===== src/dtd_pkg.sv =====
// ----------------------------------------------------------------------------
// Deadline task dispatcher package
// Shared field widths, register codes and the cell control bundle.
// ----------------------------------------------------------------------------
package dtd_pkg;

  // Transaction field widths
  localparam int unsigned EXEC_W     = 10;
  localparam int unsigned DEADLINE_W = 16;
  localparam int unsigned TOTAL_W    = 16;
  localparam int unsigned MISS_W     = 2;

  typedef logic [EXEC_W-1:0]     exec_t;
  typedef logic [DEADLINE_W-1:0] deadline_t;
  typedef logic [19:0]           time_out_t;
  typedef logic [2:0]            proc_out_t;
  typedef logic [TOTAL_W-1:0]    total_t;
  typedef logic [MISS_W-1:0]     miss_t;

  // Configuration port
  localparam int unsigned CFG_DATA_W  = 32;
  localparam int unsigned CFG_ADDR_W  = 3;
  localparam int unsigned CFG_COUNT_W = 4;

  typedef logic [CFG_COUNT_W-1:0] cfg_count_t;

  // Register index, taken from paddr[2]
  localparam logic REG_PROC_COUNT = 1'b0;

  localparam cfg_count_t PROC_COUNT_RESET = 4'd2;

  // Consecutive misses that switch to monotonic mode
  localparam miss_t MISS_LIMIT = 2'd2;

  // Control broadcast to every cell of the chain
  typedef struct packed {
    logic clear;   // accepted transaction opens a new set
    logic admit;   // accepted transaction is assigned to the head
    logic sort;    // odd-even transposition step in progress
    logic phase;   // which neighbor pairs compare in this step
  } cell_ctrl_t;

endpackage


===== src/dtd_task_if.sv =====
// ----------------------------------------------------------------------------
// Task channel
// Valid/ready channel carrying one task per transaction.
// ----------------------------------------------------------------------------
interface dtd_task_if;
  logic                valid;
  logic                ready;
  dtd_pkg::exec_t      exec_time;
  dtd_pkg::deadline_t  deadline;
  logic                new_set;

  modport source (output valid, exec_time, deadline, new_set, input ready);
  modport sink   (input valid, exec_time, deadline, new_set, output ready);
endinterface


===== src/dtd_result_if.sv =====
// ----------------------------------------------------------------------------
// Dispatch result channel
// Valid/ready channel carrying one dispatch decision per transaction.
// ----------------------------------------------------------------------------
interface dtd_result_if;
  logic                valid;
  logic                ready;
  logic                scheduled;
  dtd_pkg::proc_out_t  chosen_processor;
  dtd_pkg::time_out_t  finish_time;
  logic                monotonic_mode;
  dtd_pkg::total_t     scheduled_total;
  dtd_pkg::time_out_t  processor_busy_total;

  modport source (output valid, scheduled, chosen_processor, finish_time, monotonic_mode,
                  scheduled_total, processor_busy_total, input ready);
  modport sink   (input valid, scheduled, chosen_processor, finish_time, monotonic_mode,
                  scheduled_total, processor_busy_total, output ready);
endinterface


===== src/dtd_cell.sv =====
// ----------------------------------------------------------------------------
// Dispatcher list cell
// Holds one processor entry of the list kept sorted by (inactive, free time,
// index). Inserts the re-queued head entry and runs transposition sort steps.
// ----------------------------------------------------------------------------
module dtd_cell #(
  parameter int unsigned TIME_BITS = 20,
  parameter int unsigned IDX_W     = 3,
  parameter int unsigned CNT_W     = 4,
  parameter int unsigned CELL_IDX  = 0,
  parameter bit          IS_LAST   = 1'b0
) (
  input  logic                   clk,
  input  logic                   rst_n,
  input  dtd_pkg::cell_ctrl_t    ctrl_i,
  input  logic [CNT_W-1:0]       count_i,
  // entry re-queued from the head
  input  logic [IDX_W-1:0]       new_idx_i,
  input  logic [TIME_BITS-1:0]   new_free_i,
  input  logic [TIME_BITS-1:0]   new_busy_i,
  // left neighbor
  input  logic [IDX_W-1:0]       left_idx_i,
  input  logic [TIME_BITS-1:0]   left_free_i,
  input  logic [TIME_BITS-1:0]   left_busy_i,
  input  logic                   left_lt_i,
  // right neighbor
  input  logic [IDX_W-1:0]       right_idx_i,
  input  logic [TIME_BITS-1:0]   right_free_i,
  input  logic [TIME_BITS-1:0]   right_busy_i,
  input  logic                   right_lt_new_i,
  // current entry, with a new set already applied
  output logic [IDX_W-1:0]       idx_o,
  output logic [TIME_BITS-1:0]   free_o,
  output logic [TIME_BITS-1:0]   busy_o,
  output logic                   lt_new_o,
  output logic                   lt_right_o
);

  localparam int unsigned KEY_W = 1 + TIME_BITS + IDX_W;
  localparam logic [IDX_W-1:0] RST_IDX = IDX_W'(CELL_IDX);
  localparam logic CELL_ODD = 1'((CELL_IDX % 2));
  localparam bit   IS_HEAD  = (CELL_IDX == 0);

  logic [IDX_W-1:0]     idx_r, idx_nxt;
  logic [TIME_BITS-1:0] free_r, free_nxt;
  logic [TIME_BITS-1:0] busy_r, busy_nxt;
  logic [IDX_W-1:0]     eff_idx;
  logic [TIME_BITS-1:0] eff_free;
  logic [TIME_BITS-1:0] eff_busy;
  logic                 pair_left;
  logic                 pair_right;

  // Sort key: processors beyond the count go behind all active ones
  function automatic logic [KEY_W-1:0] key_of(input logic [IDX_W-1:0] idx,
                                              input logic [TIME_BITS-1:0] free,
                                              input logic [CNT_W-1:0] count);
    logic inactive;
    inactive = (CNT_W'(idx) >= count);
    return {inactive, free, idx};
  endfunction

  // Apply a new set to the view seen by the chain
  assign eff_idx  = ctrl_i.clear ? RST_IDX : idx_r;
  assign eff_free = ctrl_i.clear ? '0 : free_r;
  assign eff_busy = ctrl_i.clear ? '0 : busy_r;

  assign idx_o  = eff_idx;
  assign free_o = eff_free;
  assign busy_o = eff_busy;

  assign lt_new_o   = key_of(eff_idx, eff_free, count_i) <
                      key_of(new_idx_i, new_free_i, count_i);
  assign lt_right_o = key_of(eff_idx, eff_free, count_i) <
                      key_of(right_idx_i, right_free_i, count_i);

  // Role of this cell in the current transposition step
  assign pair_left  = !IS_LAST && (CELL_ODD == ctrl_i.phase);
  assign pair_right = !IS_HEAD && (CELL_ODD != ctrl_i.phase);

  // Pick the next entry: sort step, insertion, or hold
  always_comb begin
    idx_nxt  = eff_idx;
    free_nxt = eff_free;
    busy_nxt = eff_busy;
    if (ctrl_i.sort) begin
      if (pair_left && !lt_right_o) begin
        idx_nxt  = right_idx_i;
        free_nxt = right_free_i;
        busy_nxt = right_busy_i;
      end else if (pair_right && !left_lt_i) begin
        idx_nxt  = left_idx_i;
        free_nxt = left_free_i;
        busy_nxt = left_busy_i;
      end
    end else if (ctrl_i.admit) begin
      if (!IS_LAST && right_lt_new_i) begin
        idx_nxt  = right_idx_i;
        free_nxt = right_free_i;
        busy_nxt = right_busy_i;
      end else if (IS_HEAD || lt_new_o) begin
        idx_nxt  = new_idx_i;
        free_nxt = new_free_i;
        busy_nxt = new_busy_i;
      end
    end
  end

  always_ff @(posedge clk) begin
    if (!rst_n) begin
      idx_r  <= RST_IDX;
      free_r <= '0;
      busy_r <= '0;
    end else begin
      idx_r  <= idx_nxt;
      free_r <= free_nxt;
      busy_r <= busy_nxt;
    end
  end

endmodule


===== src/deadline_task_dispatcher_unit.sv =====
// ----------------------------------------------------------------------------
// Deadline task dispatcher
// Earliest-deadline-first list dispatcher over a chain of processor cells.
// ----------------------------------------------------------------------------
// Usage:
//   in_ch  : tasks (exec_time, deadline, new_set), one transaction each,
//            already in deadline order. new_set clears all processor, miss
//            and mode state before that task is dispatched.
//   out_ch : one dispatch result per task, in task order.
//   cfg_*  : APB-style port; processor_count at byte address 0.
// Result valid rises in the cycle after task acceptance. One task is taken
// each cycle that in_ch.ready is high: processor entries sit in a row of cells
// sorted by free time, the head cell is the processor free soonest, and an
// assigned entry is reinserted in one step by local compares in every cell.
// The output register holds a result until it is taken; while out_ch
// stalls with a result pending, in_ch.ready drops.
// After reset all processors are free at time zero in deadline mode, with
// processor_count 2. After each processor_count write the cells run sort
// steps while the re-sort counter runs down, during which no task is accepted.
// ----------------------------------------------------------------------------
module deadline_task_dispatcher_unit #(
  parameter int unsigned MAX_PROCESSORS = 8,
  parameter int unsigned TIME_BITS      = 20
) (
  input  logic                              clk,
  input  logic                              rst_n,
  dtd_task_if.sink                          in_ch,
  dtd_result_if.source                      out_ch,
  input  logic                              cfg_psel,
  input  logic                              cfg_penable,
  input  logic                              cfg_pwrite,
  input  logic [dtd_pkg::CFG_ADDR_W-1:0]    cfg_paddr,
  input  logic [dtd_pkg::CFG_DATA_W-1:0]    cfg_pwdata,
  output logic [dtd_pkg::CFG_DATA_W-1:0]    cfg_prdata,
  output logic                              cfg_pready
);

  localparam int unsigned IDX_W  = (MAX_PROCESSORS > 1) ? $clog2(MAX_PROCESSORS) : 1;
  localparam int unsigned CNT_W  = $clog2(MAX_PROCESSORS + 1);
  localparam int unsigned CCMP_W = (CNT_W > dtd_pkg::CFG_COUNT_W) ? CNT_W
                                                                  : dtd_pkg::CFG_COUNT_W;
  localparam int unsigned SUM_W  = ((TIME_BITS > dtd_pkg::EXEC_W) ? TIME_BITS
                                                                  : dtd_pkg::EXEC_W) + 1;
  localparam int unsigned DCMP_W = (TIME_BITS > dtd_pkg::DEADLINE_W) ? TIME_BITS
                                                                     : dtd_pkg::DEADLINE_W;
  localparam logic [TIME_BITS-1:0] TIME_MAX = '1;

  // Configuration and control state
  dtd_pkg::cfg_count_t   proc_count_r;
  logic [CNT_W-1:0]      sort_cnt_r, sort_cnt_nxt;
  dtd_pkg::miss_t        miss_r, miss_nxt;
  logic                  mode_r, mode_nxt;
  dtd_pkg::total_t       assigned_r, assigned_nxt;

  // Output register
  logic                  out_valid_r;
  logic                  res_sched_r;
  dtd_pkg::proc_out_t    res_proc_r;
  dtd_pkg::time_out_t    res_finish_r;
  logic                  res_mode_r;
  dtd_pkg::total_t       res_total_r;
  dtd_pkg::time_out_t    res_busy_r;

  logic                  cfg_wr;
  logic                  sorting;
  logic                  in_fire;
  logic [CNT_W-1:0]      count_eff;
  dtd_pkg::cell_ctrl_t   cell_ctrl;

  // Cell row
  logic [IDX_W-1:0]      c_idx      [MAX_PROCESSORS];
  logic [TIME_BITS-1:0]  c_free     [MAX_PROCESSORS];
  logic [TIME_BITS-1:0]  c_busy     [MAX_PROCESSORS];
  logic                  c_lt_new   [MAX_PROCESSORS];
  logic                  c_lt_right [MAX_PROCESSORS];
  logic [IDX_W-1:0]      l_idx      [MAX_PROCESSORS];
  logic [TIME_BITS-1:0]  l_free     [MAX_PROCESSORS];
  logic [TIME_BITS-1:0]  l_busy     [MAX_PROCESSORS];
  logic                  l_lt       [MAX_PROCESSORS];
  logic [IDX_W-1:0]      r_idx      [MAX_PROCESSORS];
  logic [TIME_BITS-1:0]  r_free     [MAX_PROCESSORS];
  logic [TIME_BITS-1:0]  r_busy     [MAX_PROCESSORS];
  logic                  r_lt_new   [MAX_PROCESSORS];

  // Head decision
  logic                  mode_eff;
  dtd_pkg::miss_t        miss_eff;
  dtd_pkg::total_t       assigned_eff;
  logic                  admit;
  logic [SUM_W-1:0]      free_sum;
  logic [SUM_W-1:0]      busy_sum;
  logic [TIME_BITS-1:0]  finish;
  logic [TIME_BITS-1:0]  busy_new;

  // Configuration port
  assign cfg_pready = 1'b1;
  assign cfg_wr     = cfg_psel && cfg_penable && cfg_pwrite &&
                      (cfg_paddr[2] == dtd_pkg::REG_PROC_COUNT);
  assign cfg_prdata = (cfg_paddr[2] == dtd_pkg::REG_PROC_COUNT)
                      ? dtd_pkg::CFG_DATA_W'(proc_count_r) : '0;

  // Clamp the processor count into 1..MAX_PROCESSORS
  always_comb begin
    priority if (proc_count_r == '0) begin
      count_eff = CNT_W'(1);
    end else if (CCMP_W'(proc_count_r) > CCMP_W'(MAX_PROCESSORS)) begin
      count_eff = CNT_W'(MAX_PROCESSORS);
    end else begin
      count_eff = CNT_W'(proc_count_r);
    end
  end

  // Re-sort the row after a count change; hold off tasks meanwhile
  assign sorting      = (sort_cnt_r != '0);
  assign sort_cnt_nxt = cfg_wr ? CNT_W'(MAX_PROCESSORS)
                      : (sorting ? sort_cnt_r - CNT_W'(1) : sort_cnt_r);

  assign in_ch.ready = !sorting && (!out_valid_r || out_ch.ready);
  assign in_fire     = in_ch.valid && in_ch.ready;

  // State seen by this task after an optional new set
  assign mode_eff     = in_ch.new_set ? 1'b0 : mode_r;
  assign miss_eff     = in_ch.new_set ? '0 : miss_r;
  assign assigned_eff = in_ch.new_set ? '0 : assigned_r;

  // Admission test and saturating updates at the head
  assign admit    = mode_eff || (DCMP_W'(c_free[0]) <= DCMP_W'(in_ch.deadline));
  assign free_sum = SUM_W'(c_free[0]) + SUM_W'(in_ch.exec_time);
  assign busy_sum = SUM_W'(c_busy[0]) + SUM_W'(in_ch.exec_time);
  assign finish   = (free_sum > SUM_W'(TIME_MAX)) ? TIME_MAX : TIME_BITS'(free_sum);
  assign busy_new = (busy_sum > SUM_W'(TIME_MAX)) ? TIME_MAX : TIME_BITS'(busy_sum);

  assign cell_ctrl.clear = in_fire && in_ch.new_set;
  assign cell_ctrl.admit = in_fire && admit;
  assign cell_ctrl.sort  = sorting;
  assign cell_ctrl.phase = sort_cnt_r[0];

  // Miss counter, mode flag and assignment count
  always_comb begin
    miss_nxt     = miss_r;
    mode_nxt     = mode_r;
    assigned_nxt = assigned_r;
    if (in_fire) begin
      mode_nxt     = mode_eff;
      assigned_nxt = assigned_eff;
      if (admit) begin
        miss_nxt = '0;
        if (assigned_eff != '1) begin
          assigned_nxt = assigned_eff + dtd_pkg::TOTAL_W'(1);
        end
      end else if (dtd_pkg::miss_t'(miss_eff + 2'd1) >= dtd_pkg::MISS_LIMIT) begin
        miss_nxt = '0;
        mode_nxt = 1'b1;
      end else begin
        miss_nxt = dtd_pkg::miss_t'(miss_eff + 2'd1);
      end
    end
  end

  // Wire neighbors and build the row
  for (genvar i = 0; i < MAX_PROCESSORS; i++) begin : g_cell
    if (i == 0) begin : g_no_left
      assign l_idx[i]  = '0;
      assign l_free[i] = '0;
      assign l_busy[i] = '0;
      assign l_lt[i]   = 1'b0;
    end else begin : g_left
      assign l_idx[i]  = c_idx[i-1];
      assign l_free[i] = c_free[i-1];
      assign l_busy[i] = c_busy[i-1];
      assign l_lt[i]   = c_lt_right[i-1];
    end
    if (i == MAX_PROCESSORS - 1) begin : g_no_right
      assign r_idx[i]    = '0;
      assign r_free[i]   = '0;
      assign r_busy[i]   = '0;
      assign r_lt_new[i] = 1'b0;
    end else begin : g_right
      assign r_idx[i]    = c_idx[i+1];
      assign r_free[i]   = c_free[i+1];
      assign r_busy[i]   = c_busy[i+1];
      assign r_lt_new[i] = c_lt_new[i+1];
    end

    dtd_cell #(
      .TIME_BITS (TIME_BITS),
      .IDX_W     (IDX_W),
      .CNT_W     (CNT_W),
      .CELL_IDX  (i),
      .IS_LAST   (i == MAX_PROCESSORS - 1)
    ) u_cell (
      .clk            (clk),
      .rst_n          (rst_n),
      .ctrl_i         (cell_ctrl),
      .count_i        (count_eff),
      .new_idx_i      (c_idx[0]),
      .new_free_i     (finish),
      .new_busy_i     (busy_new),
      .left_idx_i     (l_idx[i]),
      .left_free_i    (l_free[i]),
      .left_busy_i    (l_busy[i]),
      .left_lt_i      (l_lt[i]),
      .right_idx_i    (r_idx[i]),
      .right_free_i   (r_free[i]),
      .right_busy_i   (r_busy[i]),
      .right_lt_new_i (r_lt_new[i]),
      .idx_o          (c_idx[i]),
      .free_o         (c_free[i]),
      .busy_o         (c_busy[i]),
      .lt_new_o       (c_lt_new[i]),
      .lt_right_o     (c_lt_right[i])
    );
  end

  // Control registers
  always_ff @(posedge clk) begin
    if (!rst_n) begin
      proc_count_r <= dtd_pkg::PROC_COUNT_RESET;
      sort_cnt_r   <= '0;
      miss_r       <= '0;
      mode_r       <= 1'b0;
      assigned_r   <= '0;
      out_valid_r  <= 1'b0;
    end else begin
      if (cfg_wr) begin
        proc_count_r <= cfg_pwdata[dtd_pkg::CFG_COUNT_W-1:0];
      end
      sort_cnt_r  <= sort_cnt_nxt;
      miss_r      <= miss_nxt;
      mode_r      <= mode_nxt;
      assigned_r  <= assigned_nxt;
      if (in_fire) begin
        out_valid_r <= 1'b1;
      end else if (out_ch.ready) begin
        out_valid_r <= 1'b0;
      end
    end
  end

  // Load the result on each accepted task
  always_ff @(posedge clk) begin
    if (in_fire) begin
      res_sched_r  <= admit;
      res_proc_r   <= dtd_pkg::proc_out_t'(c_idx[0]);
      res_finish_r <= dtd_pkg::time_out_t'(admit ? finish : '0);
      res_mode_r   <= mode_nxt;
      res_total_r  <= assigned_nxt;
      res_busy_r   <= dtd_pkg::time_out_t'(admit ? busy_new : c_busy[0]);
    end
  end

  assign out_ch.valid                = out_valid_r;
  assign out_ch.scheduled            = res_sched_r;
  assign out_ch.chosen_processor     = res_proc_r;
  assign out_ch.finish_time          = res_finish_r;
  assign out_ch.monotonic_mode       = res_mode_r;
  assign out_ch.scheduled_total      = res_total_r;
  assign out_ch.processor_busy_total = res_busy_r;

  // Checks
  a_fire_gives_result: assert property (@(posedge clk) disable iff (!rst_n)
    in_fire |=> out_ch.valid)
    else $error("accepted task produced no result");

  a_no_task_while_sorting: assert property (@(posedge clk) disable iff (!rst_n)
    sorting |-> !in_ch.ready)
    else $error("task accepted during re-sort");

  a_head_active: assert property (@(posedge clk) disable iff (!rst_n)
    !sorting |-> (CNT_W'(c_idx[0]) < count_eff))
    else $error("head cell holds an inactive processor");

  a_new_set_total: assert property (@(posedge clk) disable iff (!rst_n)
    (in_fire && in_ch.new_set) |=> (out_ch.scheduled_total <= dtd_pkg::TOTAL_W'(1)))
    else $error("new set did not clear the assignment count");

  a_drop_no_finish: assert property (@(posedge clk) disable iff (!rst_n)
    (in_fire && !admit) |=> (out_ch.finish_time == '0 && !out_ch.scheduled))
    else $error("dropped task reported a finish time");

endmodule

===== src/flat_wrapper.sv =====
// flat-port wrapper written by rule: the top's interface ports become plain ports
module deadline_task_dispatcher_unit_flat 
#(
  parameter int unsigned MAX_PROCESSORS = 8,
  parameter int unsigned TIME_BITS      = 20
)
  (clk, rst_n, cfg_psel, cfg_penable, cfg_pwrite, cfg_paddr, cfg_pwdata, cfg_prdata, cfg_pready, in_ch_valid, in_ch_exec_time, in_ch_deadline, in_ch_new_set, in_ch_ready, out_ch_valid, out_ch_scheduled, out_ch_chosen_processor, out_ch_finish_time, out_ch_monotonic_mode, out_ch_scheduled_total, out_ch_processor_busy_total, out_ch_ready);
  dtd_task_if in_ch_i ();
  dtd_result_if out_ch_i ();
  input  logic clk;
  input  logic rst_n;
  input  logic cfg_psel;
  input  logic cfg_penable;
  input  logic cfg_pwrite;
  input  logic [dtd_pkg::CFG_ADDR_W-1:0] cfg_paddr;
  input  logic [dtd_pkg::CFG_DATA_W-1:0] cfg_pwdata;
  output logic [dtd_pkg::CFG_DATA_W-1:0] cfg_prdata;
  output logic cfg_pready;
  input wire logic [$bits(in_ch_i.valid)-1:0] in_ch_valid;
  input wire logic [$bits(in_ch_i.exec_time)-1:0] in_ch_exec_time;
  input wire logic [$bits(in_ch_i.deadline)-1:0] in_ch_deadline;
  input wire logic [$bits(in_ch_i.new_set)-1:0] in_ch_new_set;
  output wire logic [$bits(in_ch_i.ready)-1:0] in_ch_ready;
  output wire logic [$bits(out_ch_i.valid)-1:0] out_ch_valid;
  output wire logic [$bits(out_ch_i.scheduled)-1:0] out_ch_scheduled;
  output wire logic [$bits(out_ch_i.chosen_processor)-1:0] out_ch_chosen_processor;
  output wire logic [$bits(out_ch_i.finish_time)-1:0] out_ch_finish_time;
  output wire logic [$bits(out_ch_i.monotonic_mode)-1:0] out_ch_monotonic_mode;
  output wire logic [$bits(out_ch_i.scheduled_total)-1:0] out_ch_scheduled_total;
  output wire logic [$bits(out_ch_i.processor_busy_total)-1:0] out_ch_processor_busy_total;
  input wire logic [$bits(out_ch_i.ready)-1:0] out_ch_ready;
  assign in_ch_i.valid = in_ch_valid;
  assign in_ch_i.exec_time = in_ch_exec_time;
  assign in_ch_i.deadline = in_ch_deadline;
  assign in_ch_i.new_set = in_ch_new_set;
  assign in_ch_ready = in_ch_i.ready;
  assign out_ch_valid = out_ch_i.valid;
  assign out_ch_scheduled = out_ch_i.scheduled;
  assign out_ch_chosen_processor = out_ch_i.chosen_processor;
  assign out_ch_finish_time = out_ch_i.finish_time;
  assign out_ch_monotonic_mode = out_ch_i.monotonic_mode;
  assign out_ch_scheduled_total = out_ch_i.scheduled_total;
  assign out_ch_processor_busy_total = out_ch_i.processor_busy_total;
  assign out_ch_i.ready = out_ch_ready;
  deadline_task_dispatcher_unit #(.MAX_PROCESSORS(MAX_PROCESSORS), .TIME_BITS(TIME_BITS)) u_core (.clk(clk), .rst_n(rst_n), .in_ch(in_ch_i), .out_ch(out_ch_i), .cfg_psel(cfg_psel), .cfg_penable(cfg_penable), .cfg_pwrite(cfg_pwrite), .cfg_paddr(cfg_paddr), .cfg_pwdata(cfg_pwdata), .cfg_prdata(cfg_prdata), .cfg_pready(cfg_pready));
endmodule

===== config.mk =====
export PLATFORM = sky130hd
export DESIGN_NAME = deadline_task_dispatcher_unit_flat
export DESIGN_NICKNAME = d
export VERILOG_FILES = /design/src/dtd_pkg.sv /design/src/dtd_task_if.sv /design/src/dtd_result_if.sv /design/src/dtd_cell.sv /design/src/deadline_task_dispatcher_unit.sv /design/src/flat_wrapper.sv
export SDC_FILE = /design/constraint.sdc
export NUM_CORES = 2
export LEC_CHECK = 0
export ABC_AREA = 1
export BUFFER_PORTS_ARGS = -buffer_cell sky130_fd_sc_hd__buf_2
export CAP_MARGIN = 20
export CORE_MARGIN = 2
export CORE_UTILIZATION = 45
export CTS_BUF_LIST = sky130_fd_sc_hd__clkbuf_16
export DETAILED_ROUTE_END_ITERATION = 8
export HOLD_SLACK_MARGIN = 0.03
export PLACE_DENSITY = 0.59
export SYNTH_ARGS = -nofsm -noshare
export SYNTH_HDL_FRONTEND = slang
export SYNTH_SLANG_ARGS = --single-unit

===== constraint.sdc =====
create_clock -name clk -period 9 [get_ports clk]
set_input_delay 1.35 -clock clk [delete_from_list [all_inputs] [get_ports clk]]
set_output_delay 1.35 -clock clk [all_outputs]
set_load 0.02 [all_outputs]

==> flow_summary.toml <==
[run_status]
status = "finished clean"

[timing]
setup_violations = 0
holdWs_ns = 0.4507
fin_skew_ns = 0.02108
finalCritPeriodShare = 0.8287
slew_headroom = 0.2846
max_freq_mhz = 134.1
finalSetupTns_ns = 0
post-route-min-period_ns = 7.458
hold_viol = 0
rsz0062_at_grt = "false"
tightest_slew_ns = 1.073
drv_slew = 0

[setup_path]
worst-r2r-cell-count = 33
critPathSlowestCell = "inv_1"
crit_top_cell = "nand2_1"
critical_path_class = "reg2reg"
cp_data_required_time_ns = 9.58
worst_setup_path_end_kind = "flop"
crit_path_max_fanout = 24
regToRegStartpoint = "u_core.sort_cnt_r[0]$_SDFFE_PP0N_"
critPathLaunchType = "flop"
r2r_setup_slack_ns = 1.54
r2r_end = "u_core.g_cell[3].u_cell.busy_r[16]$_SDFF_PN0_"
cpPeakStageDelay_ns = 0.56
cp.arrival_ns = 8.04

[finish]
num-fill-cells = 9861
stdcell_count = 8173
drive_gt1_frac = 0.05743
antenna_cells = 0
layout.nets = 7334
ff_latch_area_sq_um = 9279
multi_input_area_sq_um = 27960
area_growth_syn_to_layout_pct = 6.830

[floorplanning]
die_x_microns = 308.9
start_util = 0.4551
die_h_microns = 308.9
num_rows = 111
io_pins = 165
coreArea_sq_um = 91940
die-area_sq_um = 95430

[global_routing]
antenna_found_initial = 2
top_usage_layer = "met2"
first_global_vias = 40810
grt_overflow = 0
grtUsageMet2 = 0.4939
grt_use_met1 = 0.4910
grt_pass1_wl_mm = 248.3
track_usage = 0.3310
use_met3 = 0.05111
grt_max_degree = 170

[placement]
io_buffer_count = 105
gp_routability_congestion = 0.9238
dp_cells = 8068
dp_hpwl_mm = 113.0

[route]
ant_nets = 0
vias = 46300
viasPerCell = 5.665
wl_per_cell_microns = 19.81
routed_wl_mm = 161.9
drc_errors = 0
dr.pass1.iters = 6
drt-initial-drc-count = 5722

[clocking]
post_cts_buffers = 0
cts_root_buf = "clkbuf_16"
cts_buffers = 57
cts_tree = "done"
hold_buffers = 0
htree_levels = 2
clock_sinks = 433
path_clk_slew_ns = 0.06
cts.path.max_buffers = 3
clock_latency_ns = 0.68
cts_resized = 0

[power_and_ir_drop]
vdd_drop_max_mv = 0.4642
sw_frac_of_total = 0.5971
p_leak_nw = 23.04
finalPower_mw = 20.47
powerDensity_nw_per_um2 = 458.1
combPwrFrac = 0.754
p_int_mw = 8.249
p_sw_mw = 12.23
clock_power_share = 0.110
seq_power_share = 0.135

[yosys]
synth_top_area_cell = "nand2_1"
seq_area_frac_synth = 0.2218
synth_area_sq_um = 41840
ys_seq_elements = 433
synth_compound_area_frac = 0.1774
synth-xor-area-share = 0.006908
synth_top_family_by_area = "simple AND/OR/NAND/NOR gates"
synth.mux.area_fraction = 0
synthSimpleGateAreaFrac = 0.3649
synth_top_area_frac = 0.1986
synth_area_per_cell_sq_um = 5.941
synth_cell_type_count = 53
synth_edf_count = 61
synth.area.top_cells = "nand2_1 20%, dfxtp_1 18%, ha_1 11%"
async_reset_ff_frac = 0
synth-adder-area-share = 0.1138
syn_inst = 7043
synth-main-ff-cell = "dfxtp_1"
synth_warnings = 0

[min_path]
worstHoldStart = "u_core.miss_r[1]$_SDFFE_PN0N_"
holdPathStages = 2
min_path_type = "reg2reg"
hold_path_end = "u_core.miss_r[1]$_SDFFE_PN0N_"

[job]
maxCapViolCount = 0
==> how the worst max path moves through the flow <==
| stage | endpoint | slack [ns] | startpoint |
|---|---|---|---|
| 2_1_floorplan | u_core.g_cell[3].u_cell.busy_r[10]$_SDFF_PN0_ | 2.25 | u_core.sort_cnt_r[0]$_SDFFE_PP0N_ |
| 3_3_place_gp | u_core.g_cell[3].u_cell.free_r[19]$_SDFF_PN0_ | 1.09 | in_ch_new_set |
| 3_5_place_dp | u_core.g_cell[3].u_cell.free_r[19]$_SDFF_PN0_ | 1.03 | in_ch_new_set |
| 4_1_cts | u_core.g_cell[3].u_cell.free_r[19]$_SDFF_PN0_ | 1.59 | u_core.sort_cnt_r[0]$_SDFFE_PP0N_ |
| 5_1_grt | u_core.g_cell[3].u_cell.busy_r[10]$_SDFF_PN0_ | 0.93 | u_core.sort_cnt_r[0]$_SDFFE_PP0N_ |
| 6_report | u_core.g_cell[3].u_cell.busy_r[16]$_SDFF_PN0_ | 1.54 | u_core.sort_cnt_r[0]$_SDFFE_PP0N_ |
==> metrics by stage <==
step | utilization | cell area [sq um] | setup WS (ns)
after global placement | 0.4670 | 42940 | 1.093
after floorplan | - | 41940 | 2.250
after CTS | 0.4861 | 44690 | 1.587
final | 0.4862 | 44700 | 1.542
after detailed placement | 0.4670 | 42940 | 1.027
after global routing | 0.4862 | 44700 | 0.9346
==> synthesized netlist by cell type, types with 6 or more instances <==
master and n:
nand2_1 2214, inv_1 698, nand3_1 648, a21oi_1 645, nor2_1 577, o21ai_0 485, ha_1 379, dfxtp_1 372
clkbuf_1 200, buf_2 145, o211ai_1 142, nand4_1 87, edfxtp_1 61, buf_1 50, buf_4 46, nand2_2 35
xor2_1 28, nor3_1 23, a211oi_1 18, inv_2 18, o21a_1 18, nand2_4 17, and3_1 14, o21ai_1 14
o221ai_1 13, nand3_2 11, buf_6 9, o22ai_1 9, nor2_2 6, nor4_1 6
==> critical path: cells and delay by family (launching register included) <==
family | cells | cell delay [ns]
and+or+nand+nor | 18 | 3.27
DFF | 1 | 0.33
adders and majority gates | 3 | 0.96
buffers and inverters | 7 | 1.79
AOI/OAI and AO/OA | 5 | 0.97
==> power by group through the flow <==
| stage | registers [mW] | clock network [mW] | logic (mW) |
|---|---|---|---|
| 2_1_floorplan | 2.92 | 0 | 10.7 |
| 3_3_place_gp | 2.80 | 0 | 14.9 |
| 3_5_place_dp | 2.81 | 0 | 15.1 |
| 4_1_cts | 2.77 | 2.29 | 15.1 |
| 5_1_grt | 2.82 | 2.36 | 17.1 |
| 6_report | 2.77 | 2.26 | 15.4 |
==> logic make-up (layout without fill, tap and decap cells) <==
family | Yosys count | count (layout)
AOI/OAI and AO/OA | 1367 | 1367
xor gates and xnor gates | 33 | 33
adders and majority gates | 380 | 380
buffers and inverters | 1170 | 1030
DFF | 433 | 433
other | 2 | 29
and+or+nand+nor | 3658 | 3658
==> sequential cells by signal (all words and copies together), names as in the netlist <==
signal / count
u_core.out_ch.chosen_processor: 3
u_core.out_ch.scheduled: 1
u_core.miss_r: 2
u_core.g_cell.u_cell.busy_r: 160
u_core.out_ch.processor_busy_total: 20
u_core.g_cell.u_cell.idx_r: 24
u_core.out_ch.finish_time: 20
u_core.proc_count_r: 4
u_core.mode_r: 1
u_core.g_cell.u_cell.free_r: 160
u_core.sort_cnt_r: 4
u_core.out_ch.scheduled_total: 16
u_core.out_ch.monotonic_mode: 1
u_core.out_ch.valid: 1
u_core.assigned_r: 16
==> layout make-up <==
cell class,count,share of cell area
inverter,720,0.06094
tap,1243,0.03479
clock inverter,47,0.007250
multi-input combinational,5467,0.6256
clock buffer,57,0.03191
sequential,433,0.2076
timing repair buffer,206,0.03194
==> metal layers <==
layer,wire length (microns),part of all wire,vias to the layer above
met5,0,0,-
met4,4187,0.026,0
met3,16060,0.099,219
met2,66920,0.41,2179
met1,74720,0.46,21130
li1,-,-,22770
==> cell usage in the layout (no fill, tap or decap), types with 16 or more instances in the layout <==
cell / instances
buf_4: 90
o211ai_1: 142
nand2_2: 37
a21oi_1: 644
buf_2: 104
conb_1: 29
dfxtp_1: 372
o21a_1: 18
nand2_4: 20
inv_2: 16
inv_1: 716
nand4_1: 87
nor3_1: 23
edfxtp_1: 61
nand3_1: 648
xor2_1: 28
ha_1: 379
nand2_1: 2208
a211oi_1: 18
o21ai_0: 485
nor2_1: 572
clkbuf_16: 57
No activity file was read; power rests on OpenSTA's default activity.
